[src/sv/hsv_pkg.sv]
package hsv_pkg;

  // Fixed field widths.
  localparam int HUE_W = 16;
  localparam int CH_W  = 8;

  // Hue reduction constants.
  localparam int HUE_RANGE   = 360;
  localparam int SECTOR_SPAN = 60;
  // floor(2^16 / 360); the quotient estimate is low by at most one.
  localparam int RECIP       = 182;
  localparam int RECIP_SHIFT = 16;
  localparam int QUOT_W      = 8;
  localparam int DEG_W       = 9;
  localparam int OFFSET_W    = 6;
  localparam int SECTOR_W    = 3;
  localparam int LEVEL_SHIFT = 8;
  localparam logic [CH_W-1:0] FULL_SCALE = 8'd255;

  // Sector codes, named after the hue band they cover.
  localparam logic [SECTOR_W-1:0] SEC_RED_YELLOW    = 3'd0;
  localparam logic [SECTOR_W-1:0] SEC_YELLOW_GREEN  = 3'd1;
  localparam logic [SECTOR_W-1:0] SEC_GREEN_CYAN    = 3'd2;
  localparam logic [SECTOR_W-1:0] SEC_CYAN_BLUE     = 3'd3;
  localparam logic [SECTOR_W-1:0] SEC_BLUE_MAGENTA  = 3'd4;
  localparam logic [SECTOR_W-1:0] SEC_MAGENTA_RED   = 3'd5;

  typedef struct packed {
    logic [HUE_W-1:0] hue;
    logic [CH_W-1:0]  saturation;
    logic [CH_W-1:0]  brightness_value;
  } hsv_in_t;

  typedef struct packed {
    logic [CH_W-1:0] red;
    logic [CH_W-1:0] green;
    logic [CH_W-1:0] blue;
  } hsv_out_t;

  // Sector and in-sector position handed from hue reduction to level math.
  typedef struct packed {
    logic [SECTOR_W-1:0] sector;
    logic [CH_W-1:0]     pos;
    logic [CH_W-1:0]     sat;
    logic [CH_W-1:0]     val;
  } hsv_sec_t;

  // Levels handed to the channel selection stage.
  typedef struct packed {
    logic [SECTOR_W-1:0] sector;
    logic                grey;
    logic [CH_W-1:0]     val;
    logic [CH_W-1:0]     p;
    logic [CH_W-1:0]     q;
    logic [CH_W-1:0]     t;
  } hsv_lvl_t;

  // (v * (255 - k)) >> 8
  function automatic logic [CH_W-1:0] level_from(input logic [CH_W-1:0] v,
                                                 input logic [CH_W-1:0] k);
    logic [2*CH_W-1:0] prod;
    prod = v * (FULL_SCALE - k);
    return prod[2*CH_W-1:LEVEL_SHIFT];
  endfunction

endpackage

[src/sv/hsv_hue_reduce.sv]
module hsv_hue_reduce
  import hsv_pkg::*;
(
  input  logic     clk,
  input  logic     rst_n,
  input  logic     up_valid,
  output logic     up_stall,
  input  hsv_in_t  up_data,
  output logic     dn_valid,
  input  logic     dn_stall,
  output hsv_sec_t dn_data
);

  localparam int PROD_W = HUE_W + QUOT_W;
  localparam int DIFF_W = HUE_W + 1;

  // Stage 1 registers: quotient estimate.
  logic              s1_valid_r;
  logic [HUE_W-1:0]  s1_hue_r;
  logic [QUOT_W-1:0] s1_quot_r;
  logic [CH_W-1:0]   s1_sat_r, s1_val_r;
  // Stage 2 registers: hue reduced modulo 360.
  logic              s2_valid_r;
  logic [DEG_W-1:0]  s2_deg_r;
  logic [CH_W-1:0]   s2_sat_r, s2_val_r;
  // Stage 3 registers: sector and position.
  logic              s3_valid_r;
  hsv_sec_t          s3_data_r;

  logic s1_en, s2_en, s3_en;
  logic [PROD_W-1:0]   recip_prod;
  logic [DIFF_W-1:0]   rem_full;
  logic [DEG_W:0]      rem_est;
  logic [DEG_W-1:0]    deg_nxt;
  logic [SECTOR_W-1:0] sector_nxt;
  logic [DEG_W-1:0]    base;
  logic [DEG_W-1:0]    offset_full;
  logic [OFFSET_W-1:0] offset;
  logic [CH_W+1:0]     pos_scaled;

  // A stage loads when it is empty or its contents move on.
  assign s3_en    = !(s3_valid_r && dn_stall);
  assign s2_en    = !(s2_valid_r && !s3_en);
  assign s1_en    = !(s1_valid_r && !s2_en);
  assign up_stall = !s1_en;

  // Quotient estimate by reciprocal multiply.
  assign recip_prod = up_data.hue * PROD_W'(RECIP);

  // Remainder estimate lies below twice the range; one correction step.
  assign rem_full = {1'b0, s1_hue_r} - DIFF_W'(s1_quot_r * DIFF_W'(HUE_RANGE));
  assign rem_est  = rem_full[DEG_W:0];
  always_comb begin
    if (rem_est >= (DEG_W+1)'(HUE_RANGE)) begin
      deg_nxt = DEG_W'(rem_est - (DEG_W+1)'(HUE_RANGE));
    end else begin
      deg_nxt = rem_est[DEG_W-1:0];
    end
  end

  // Sector by comparison against the band edges.
  always_comb begin
    if (s2_deg_r >= DEG_W'(5*SECTOR_SPAN)) begin
      sector_nxt = SEC_MAGENTA_RED;
    end else if (s2_deg_r >= DEG_W'(4*SECTOR_SPAN)) begin
      sector_nxt = SEC_BLUE_MAGENTA;
    end else if (s2_deg_r >= DEG_W'(3*SECTOR_SPAN)) begin
      sector_nxt = SEC_CYAN_BLUE;
    end else if (s2_deg_r >= DEG_W'(2*SECTOR_SPAN)) begin
      sector_nxt = SEC_GREEN_CYAN;
    end else if (s2_deg_r >= DEG_W'(SECTOR_SPAN)) begin
      sector_nxt = SEC_YELLOW_GREEN;
    end else begin
      sector_nxt = SEC_RED_YELLOW;
    end
  end

  // Offset within the sector, scaled by 17/4 to span 0..250.
  always_comb begin
    case (sector_nxt)
      SEC_RED_YELLOW:   base = DEG_W'(0);
      SEC_YELLOW_GREEN: base = DEG_W'(SECTOR_SPAN);
      SEC_GREEN_CYAN:   base = DEG_W'(2*SECTOR_SPAN);
      SEC_CYAN_BLUE:    base = DEG_W'(3*SECTOR_SPAN);
      SEC_BLUE_MAGENTA: base = DEG_W'(4*SECTOR_SPAN);
      default:          base = DEG_W'(5*SECTOR_SPAN);
    endcase
  end
  assign offset_full = s2_deg_r - base;
  assign offset      = offset_full[OFFSET_W-1:0];
  assign pos_scaled  = {offset, 4'b0000} + (CH_W+2)'(offset);

  // Valid bits.
  always_ff @(posedge clk) begin
    if (!rst_n) begin
      s1_valid_r <= 1'b0;
      s2_valid_r <= 1'b0;
      s3_valid_r <= 1'b0;
    end else begin
      if (s1_en) s1_valid_r <= up_valid;
      if (s2_en) s2_valid_r <= s1_valid_r;
      if (s3_en) s3_valid_r <= s2_valid_r;
    end
  end

  // Payload registers.
  always_ff @(posedge clk) begin
    if (s1_en) begin
      s1_hue_r  <= up_data.hue;
      s1_quot_r <= recip_prod[PROD_W-1:RECIP_SHIFT];
      s1_sat_r  <= up_data.saturation;
      s1_val_r  <= up_data.brightness_value;
    end
    if (s2_en) begin
      s2_deg_r <= deg_nxt;
      s2_sat_r <= s1_sat_r;
      s2_val_r <= s1_val_r;
    end
    if (s3_en) begin
      s3_data_r.sector <= sector_nxt;
      s3_data_r.pos    <= pos_scaled[CH_W+1:2];
      s3_data_r.sat    <= s2_sat_r;
      s3_data_r.val    <= s2_val_r;
    end
  end

  assign dn_valid = s3_valid_r;
  assign dn_data  = s3_data_r;

endmodule

[src/sv/hsv_levels.sv]
module hsv_levels
  import hsv_pkg::*;
(
  input  logic     clk,
  input  logic     rst_n,
  input  logic     up_valid,
  output logic     up_stall,
  input  hsv_sec_t up_data,
  output logic     dn_valid,
  input  logic     dn_stall,
  output hsv_lvl_t dn_data
);

  // Stage 4 registers: scaled saturations and p.
  logic                s4_valid_r;
  logic [SECTOR_W-1:0] s4_sector_r;
  logic                s4_grey_r;
  logic [CH_W-1:0]     s4_val_r, s4_p_r, s4_kq_r, s4_kt_r;
  // Stage 5 registers: all three levels.
  logic                s5_valid_r;
  hsv_lvl_t            s5_data_r;

  logic s4_en, s5_en;
  logic [2*CH_W-1:0] kq_prod, kt_prod;

  assign s5_en    = !(s5_valid_r && dn_stall);
  assign s4_en    = !(s4_valid_r && !s5_en);
  assign up_stall = !s4_en;

  // s * pos and s * (255 - pos), both shifted right by 8.
  assign kq_prod = up_data.sat * up_data.pos;
  assign kt_prod = up_data.sat * (FULL_SCALE - up_data.pos);

  always_ff @(posedge clk) begin
    if (!rst_n) begin
      s4_valid_r <= 1'b0;
      s5_valid_r <= 1'b0;
    end else begin
      if (s4_en) s4_valid_r <= up_valid;
      if (s5_en) s5_valid_r <= s4_valid_r;
    end
  end

  always_ff @(posedge clk) begin
    if (s4_en) begin
      s4_sector_r <= up_data.sector;
      s4_grey_r   <= (up_data.sat == '0);
      s4_val_r    <= up_data.val;
      s4_p_r      <= level_from(up_data.val, up_data.sat);
      s4_kq_r     <= kq_prod[2*CH_W-1:LEVEL_SHIFT];
      s4_kt_r     <= kt_prod[2*CH_W-1:LEVEL_SHIFT];
    end
    if (s5_en) begin
      s5_data_r.sector <= s4_sector_r;
      s5_data_r.grey   <= s4_grey_r;
      s5_data_r.val    <= s4_val_r;
      s5_data_r.p      <= s4_p_r;
      s5_data_r.q      <= level_from(s4_val_r, s4_kq_r);
      s5_data_r.t      <= level_from(s4_val_r, s4_kt_r);
    end
  end

  assign dn_valid = s5_valid_r;
  assign dn_data  = s5_data_r;

endmodule

[src/sv/hsv_channel_sel.sv]
module hsv_channel_sel
  import hsv_pkg::*;
(
  input  logic     clk,
  input  logic     rst_n,
  input  logic     up_valid,
  output logic     up_stall,
  input  hsv_lvl_t up_data,
  output logic     dn_valid,
  input  logic     dn_stall,
  output hsv_out_t dn_data
);

  logic     out_valid_r;
  hsv_out_t out_data_r;
  hsv_out_t rgb_nxt;
  logic     en;

  assign en       = !(out_valid_r && dn_stall);
  assign up_stall = !en;

  // Channel order by sector; grey input bypasses the levels.
  always_comb begin
    if (up_data.grey) begin
      rgb_nxt = '{red: up_data.val, green: up_data.val, blue: up_data.val};
    end else begin
      case (up_data.sector)
        SEC_RED_YELLOW: begin
          rgb_nxt = '{red: up_data.val, green: up_data.t, blue: up_data.p};
        end
        SEC_YELLOW_GREEN: begin
          rgb_nxt = '{red: up_data.q, green: up_data.val, blue: up_data.p};
        end
        SEC_GREEN_CYAN: begin
          rgb_nxt = '{red: up_data.p, green: up_data.val, blue: up_data.t};
        end
        SEC_CYAN_BLUE: begin
          rgb_nxt = '{red: up_data.p, green: up_data.q, blue: up_data.val};
        end
        SEC_BLUE_MAGENTA: begin
          rgb_nxt = '{red: up_data.t, green: up_data.p, blue: up_data.val};
        end
        default: begin
          rgb_nxt = '{red: up_data.val, green: up_data.p, blue: up_data.q};
        end
      endcase
    end
  end

  always_ff @(posedge clk) begin
    if (!rst_n) begin
      out_valid_r <= 1'b0;
    end else if (en) begin
      out_valid_r <= up_valid;
    end
  end

  always_ff @(posedge clk) begin
    if (en) begin
      out_data_r <= rgb_nxt;
    end
  end

  assign dn_valid = out_valid_r;
  assign dn_data  = out_data_r;

endmodule

[src/sv/hsv_to_rgb_converter.sv]
// HSV to RGB converter, one pixel per clock while out_stall is low. The hue may be
// any 16-bit value and is reduced modulo 360; saturation and value are 8 bits, and
// zero saturation gives grey at the value level. The block is a six-stage pipeline
// (hue reduction by reciprocal multiply, modulo correction, sector split, scaled
// saturations, level multiplies and channel selection), and while out_stall is low a
// new beat is taken in every cycle. Each stage holds its beat while the stage after it
// is full and stalled, so empty stages still fill while the output waits.
module hsv_to_rgb_converter
  import hsv_pkg::*;
(
  input  logic     clk,
  input  logic     rst_n,
  input  logic     in_valid,
  output logic     in_stall,
  input  hsv_in_t  in_data,
  output logic     out_valid,
  input  logic     out_stall,
  output hsv_out_t out_data
);

  logic     sec_valid, sec_stall;
  hsv_sec_t sec_data;
  logic     lvl_valid, lvl_stall;
  hsv_lvl_t lvl_data;

  // Hue to sector and in-sector position.
  hsv_hue_reduce u_hue_reduce (
    .clk      (clk),
    .rst_n    (rst_n),
    .up_valid (in_valid),
    .up_stall (in_stall),
    .up_data  (in_data),
    .dn_valid (sec_valid),
    .dn_stall (sec_stall),
    .dn_data  (sec_data)
  );

  // The p, q and t levels.
  hsv_levels u_levels (
    .clk      (clk),
    .rst_n    (rst_n),
    .up_valid (sec_valid),
    .up_stall (sec_stall),
    .up_data  (sec_data),
    .dn_valid (lvl_valid),
    .dn_stall (lvl_stall),
    .dn_data  (lvl_data)
  );

  // Channel order and output register.
  hsv_channel_sel u_channel_sel (
    .clk      (clk),
    .rst_n    (rst_n),
    .up_valid (lvl_valid),
    .up_stall (lvl_stall),
    .up_data  (lvl_data),
    .dn_valid (out_valid),
    .dn_stall (out_stall),
    .dn_data  (out_data)
  );

endmodule

[config.mk]
export PLATFORM = sky130hd
export DESIGN_NAME = hsv_to_rgb_converter
export DESIGN_NICKNAME = d
export VERILOG_FILES = /design/src/sv/hsv_pkg.sv /design/src/sv/hsv_hue_reduce.sv /design/src/sv/hsv_levels.sv /design/src/sv/hsv_channel_sel.sv /design/src/sv/hsv_to_rgb_converter.sv
export SDC_FILE = /design/constraint.sdc
export NUM_CORES = 1
export LEC_CHECK = 0
export ABC_AREA = 1
export BUFFER_PORTS_ARGS = -buffer_cell sky130_fd_sc_hd__clkbuf_2
export CAP_MARGIN = 40
export CORE_ASPECT_RATIO = 2
export CORE_UTILIZATION = 50
export CTS_CLUSTER_SIZE = 14
export DETAILED_ROUTE_END_ITERATION = 8
export GPL_ROUTABILITY_DRIVEN = 0
export GPL_TIMING_DRIVEN = 0
export PLACE_DENSITY = 0.73
export SLEW_MARGIN = 20
export SYNTH_ARGS = -nofsm -noshare
export SYNTH_HDL_FRONTEND = slang
export SYNTH_SLANG_ARGS = --single-unit
[constraint.sdc]
create_clock -name clk -period 13.6 [get_ports clk]
set_input_delay 1.36 -clock clk [delete_from_list [all_inputs] [get_ports clk]]
set_output_delay 1.36 -clock clk [all_outputs]
set_load 0.02 [all_outputs]
=== Yosys cells after proc, flatten, opt, wreduce, memory -nomap -nowiden ===
Index checks and enable logic that the tools add are counted.

* Flip-flop bits (word level): 188
* Word-level logic and storage cells: 79
* Input bits: 36

* Multipliers: 7
* Reduce and logical (&&, ||, !) cells: 9
* Eq/ne operators: 8
* Mux-type cells: 9
* $add $sub $neg: 8
* Order comparisons: 6

{| class="wikitable"
|+ Operators by type and width
! kind !! number
|-
| $pmux W24 S5 || 1
|-
| $mul A8 B16 Y16 || 4
|-
| $sub A8 B8 Y9 const A || 4
|-
| $pmux W6 S5 || 1
|-
| $mux W24 || 1
|-
| $mul A16 B7 Y23 const B || 1
|-
| $ge A9 B8 Y1 const B || 2
|-
| $mul A8 B8 Y16 || 1
|-
| $eq A3 B2 Y1 const B || 4
|-
| $mux W3 || 4
|-
| $add A10 B6 Y10 || 1
|-
| $ge A10 B9 Y1 const B || 1
|-
| $sub A10 B10 Y10 || 1
|-
| $ge A9 B6 Y1 const B || 1
|-
| $ge A9 B7 Y1 const B || 1
|-
| $ge A9 B9 Y1 const B || 1
|-
| $mux W9 || 1
|-
| $sub A9 B9 Y9 const B || 1
|-
| $logic_not A8 Y1 || 1
|-
| $mul A8 B6 Y7 const B || 1
|-
| $eq A3 B1 Y1 const B || 2
|-
| $eq A3 B3 Y1 const B || 2
|-
| $logic_and A1 B1 Y1 || 6
|-
| $logic_not A3 Y1 || 2
|-
| other kinds (2) || 2
|}

=== Longest topological paths before layout ===
* Depth in word-level cells: 10
* Depth in mapped cells: 20
* Depth with buffers taken out: 19

=== Modules after synthesis ===
From an unflattened synthesis, not the netlist that was laid out.

* Cell total of the unflattened synthesis: 2472
* Area, all modules: 20758.7 sq um

{| class="wikitable"
|+ Modules (own cells, without submodules)
! module !! cells an instance !! times used !! area an instance (sq um)
|-
| hsv_levels || 1566 || 1 || 12677.2
|-
| hsv_hue_reduce || 605 || 1 || 6144.6
|-
| hsv_channel_sel || 301 || 1 || 1936.9
|}

=== Least setup slack after synthesis ===
No wires, ideal clock.

* Path kind: input -> output
* Start point: input port out_stall
* End point: output port in_stall
* Stages: 8
* Path slack: 7527 ps
* Arrival: 4713 ps
* Buffers on the path: 0
* Path through: nand2_1 -> nor2_1 -> inv_1 -> nor2_2 -> nand2_1 -> nor2_2 -> nand2_1 -> inv_1

* Cells in the longest elaborated chain, start to end: 6

{| class="wikitable"
|+ RTL lines
! what !! line !! source
|-
| start, declared || hsv_to_rgb_converter.sv:17 || <nowiki>input logic out_stall,</nowiki>
|-
| $logic_and A1 B1 Y1 || hsv_channel_sel.sv:19 || <nowiki>assign en = !(out_valid_r && dn_stall);</nowiki>
|-
| $logic_and A1 B1 Y1 || hsv_levels.sv:26 || <nowiki>assign s5_en = !(s5_valid_r && dn_stall);</nowiki>
|-
| $logic_and A1 B1 Y1 || hsv_levels.sv:27 || <nowiki>assign s4_en = !(s4_valid_r && !s5_en);</nowiki>
|-
| $logic_and A1 B1 Y1 || hsv_hue_reduce.sv:42 || <nowiki>assign s3_en = !(s3_valid_r && dn_stall);</nowiki>
|-
| $logic_and A1 B1 Y1 || hsv_hue_reduce.sv:43 || <nowiki>assign s2_en = !(s2_valid_r && !s3_en);</nowiki>
|-
| $logic_and A1 B1 Y1 || hsv_hue_reduce.sv:44 || <nowiki>assign s1_en = !(s1_valid_r && !s2_en);</nowiki>
|-
| end, declared || hsv_to_rgb_converter.sv:14 || <nowiki>output logic in_stall,</nowiki>
|}

Every way passes these cells.

=== Worst setup path after layout ===
* Start point: register u_hue_reduce.s3_data_r (netlist bit u_hue_reduce.dn_data[15])
* End point: register u_levels.s4_kq_r[4] (data pin)

* Cells in the longest elaborated chain, start to end: 1

{| class="wikitable"
|+ RTL lines
! what !! line !! source
|-
| start, declared || hsv_hue_reduce.sv:28 || <nowiki>hsv_sec_t s3_data_r;</nowiki>
|-
| $mul A8 B8 Y16 || hsv_levels.sv:31 || <nowiki>assign kq_prod = up_data.sat * up_data.pos;</nowiki>
|-
| named net u_levels.kq_prod[12] || hsv_levels.sv:24 || <nowiki>logic [2*CH_W-1:0] kq_prod, kt_prod;</nowiki>
|-
| end signal, assigned || hsv_levels.sv:50 || <nowiki>s4_kq_r <= kq_prod[2*CH_W-1:LEVEL_SHIFT];</nowiki>
|-
| end, declared || hsv_levels.sv:18 || <nowiki>logic [CH_W-1:0] s4_val_r, s4_p_r, s4_kq_r, s4_kt_r;</nowiki>
|}

The timed path passes the listed nets, and every way through them passes these cells.
A chain may end at the register's enable or synchronous reset.

==> qor.yml <==
detailed_routing:
  drt-initial-drc-count: 819
  ant_nets: 0
  drc: 0
  wire_per_inst_um: 17.35
  totalWireLength_um: 50550
  vias: 15890
  first_pass_iters: 7
  drt-vias-per-instance: 5.452
synth:
  synth_mux_area_share_pct: 0
  syn_area_um2: 20110
  synthTopCellsByCount: "511 x nand2_1, 489 x inv_1, 235 x ha_1, 217 x fa_1, 181 x edfxtp_1"
  synth_top_family_by_area: "adder cells"
  synthFlopType: "edfxtp_1"
  synth-xor-area-share_pct: 1.804
  synth_top_area_share_pct: 27.03
  yosys.area.top_type: "edfxtp_1"
  synth.top_cells.by_area: "edfxtp_1 27%, fa_1 22%, ha_1 15%, nand2_1 9.5%, inv_1 9.1%"
  yosysMostFrequentCell: "nand2_1"
  ys_types: 55
  yosysSeqAreaShare_pct: 27.63
  synth_seq_cells: 187
  synth_compound_area_share_pct: 7.106
  synth.avg_cell_area_um2: 8.769
  synth-simple-area-share_pct: 17.02
  synthArstFlopShare_pct: 0
  synthCells: 2293
  synth_warnings: 0
  synth_nets: 2781
  synthAdderAreaFrac_pct: 36.23
  synth_edf_count: 181
grt:
  grt_pass1_wl_um: 81860
  grt_pass1_vias: 17260
  antenna_found_initial: 0
  grt_max_degree: 39
  grt_util_all_layers_pct: 26.25
  overflow: 0
run:
  drv_cap: 0
final_layout:
  n_antenna_cell: 0
  synthToLayoutAreaGrowth_pct: 8.133
  nets: 2864
  n_fill_cell: 3473
  drive_gt1_share_pct: 6.069
place:
  dpl.hpwl_um: 42400
  io_buffer_count: 61
clock_tree:
  ctsResizeCount: 0
  numCtsBuffers: 17
  cts_sinks: 187
  post-cts-setup-buffers: 0
  cts_buffer_depth: 2
  root_buffer: "clkbuf_16"
  insertion_delay_ns: 0.47
  ctsHoldBuffers: 0
  cts_max_level: 4
  cts_tree: "built"
  clkTransAtPathRegs_ns: 0.09
worst_setup_path:
  start_kind: "flip-flop"
  cp.required_ns: 13.80
  end_kind: "flip-flop"
  path_max_fanout: 10
  crit_arrival_ns: 5.63
  path_class: "reg -> reg"
floorplan:
  core_area_um2: 39560
  dieArea_um2: 41070
  rows: 103
  boundaryPins: 62
  initial_core_util_pct: 50.82
  die_h_um: 285.6
  die_w_um: 143.8
sta:
  min_period_over_period_pct: 39.93
  fmax_ghz: 0.1841
  max_slew_margin_pct: 44.13
  fin_skew_ns: 0.02049
  finalMaxSlewViolations: 0
  min_period_ns: 5.430
  worst_pin_slew_ns: 0.8380
  rsz0062_at_grt: "no"
  finalSetupViolations: 0
  tns_ns: 0
  holdWs_ns: 0.4189
  hold_viol: 0
min_path:
  worstHoldPathType: "reg -> reg"
outcome:
  outcome: "finished, final reports clean"
==> layout make-up <==
cell class                 instances  area [um2]  share of cell area (%)
buffer                            35       167.7                  0.7711
clock buffer                      18       429.2                   1.974
clock inverter                    14       188.9                  0.8689
inverter                         502        1887                   8.678
multi-input combinational       1569       12500                   57.50
sequential                       187        5555                   25.55
tap                              525       656.9                   3.021
timing repair buffer              64       355.3                   1.634
==> cells by family (layout without fill, tap and decap cells) <==
logic type	count (synthesis)	after routing
buf+inv	537	633
flops	187	187
compound gates	252	252
xor+xnor	39	39
simple gates	826	826
fa+ha+maj	452	452
==> flip-flops by register name, summed over array words and instances (netlist names), 7 cells and up <==
name / flops
u_hue_reduce.s2_val_r: 8
u_hue_reduce.s2_deg_r: 9
u_levels.s4_val_r: 8
u_hue_reduce.s1_val_r: 8
u_hue_reduce.s1_sat_r: 8
u_levels.s4_kq_r: 8
u_hue_reduce.s1_quot_r: 7
u_levels.dn_data: 36
u_levels.s4_kt_r: 8
u_hue_reduce.dn_data: 27
u_hue_reduce.s2_sat_r: 8
u_hue_reduce.s1_hue_r: 10
u_levels.s4_p_r: 8
u_channel_sel.dn_data: 24
==> critical path, cell delays in order (launching register included) <==
cell	delay [ns]
edfxtp_1	0.34
clkbuf_1	0.58
clkbuf_1	0.70
nand2_1	0.15
fa_1	0.52
inv_1	0.05
fa_1	0.47
inv_1	0.05
fa_1	0.51
fa_1	0.54
inv_1	0.04
ha_1	0.35
a21oi_1	0.23
nor2_1	0.08
nor2_1	0.09
o21ai_0	0.09
a21oi_1	0.26
xor2_1	0.11
==> worst paths after layout <==
path | slack, ns | from | cells past startpoint | endpoint
max | 8.17 | u_hue_reduce.dn_data[15] | 17 | u_levels.s4_kq_r[4]
min | 0.42 | u_levels.s4_p_r[7] | 0 | u_levels.dn_data[23]
max reg2reg | 8.17 | u_hue_reduce.dn_data[15] | 17 | u_levels.s4_kq_r[4]
min reg2reg | 0.42 | u_levels.s4_p_r[7] | 0 | u_levels.dn_data[23]
==> per-layer routing <==
metal | vias up | global-route usage, % | part of all wire (%)
li1 | 7423 | - | -
met1 | 7620 | 21.93 | 30
met2 | 589 | 51.93 | 57
met3 | 256 | 3.314 | 3.4
met4 | 0 | 22.47 | 9.2
met5 | - | 0 | 0
==> stage by stage <==
step | cell area (um2) | util (%) | worst slack, ns | instances
after global placement | 21070 | 53.26 | 6.453 | 2879
after detailed placement | 21110 | 53.34 | 8.126 | 2881
after floorplan | 20110 | - | 7.527 | 2293
final | 21740 | 54.96 | 8.170 | 2914
after global routing | 21740 | 54.96 | 8.029 | 2914
after CTS | 21720 | 54.91 | 8.130 | 2913
==> layout by cell type (no fill, tap or decap), types with 4 or more instances in the layout <==
master	synthesis	layout
a21o_1	10	10
a21oi_1	113	113
a22oi_1	7	7
a31oi_1	6	6
clkbuf_1	27	28
clkbuf_16	0	17
clkbuf_2	0	61
clkinv_1	5	5
clkinv_8	0	4
dfxtp_1	6	6
edfxtp_1	181	181
fa_1	217	217
ha_1	235	235
inv_1	489	487
inv_2	7	9
inv_8	0	6
nand2_1	511	509
nand2_2	4	6
nand3_1	74	74
nand3b_1	6	6
nand4_1	20	20
nor2_1	176	176
nor2_4	4	4
nor3_1	9	9
nor4_1	6	6
o21a_1	4	4
o21ai_0	63	63
o21ai_1	21	21
o21bai_2	4	4
o22ai_1	5	5
xnor2_1	13	13
xor2_1	24	24
Power is not shown: default switching activity piles up to over one toggle a cycle in this logic, so the estimate is an artifact.
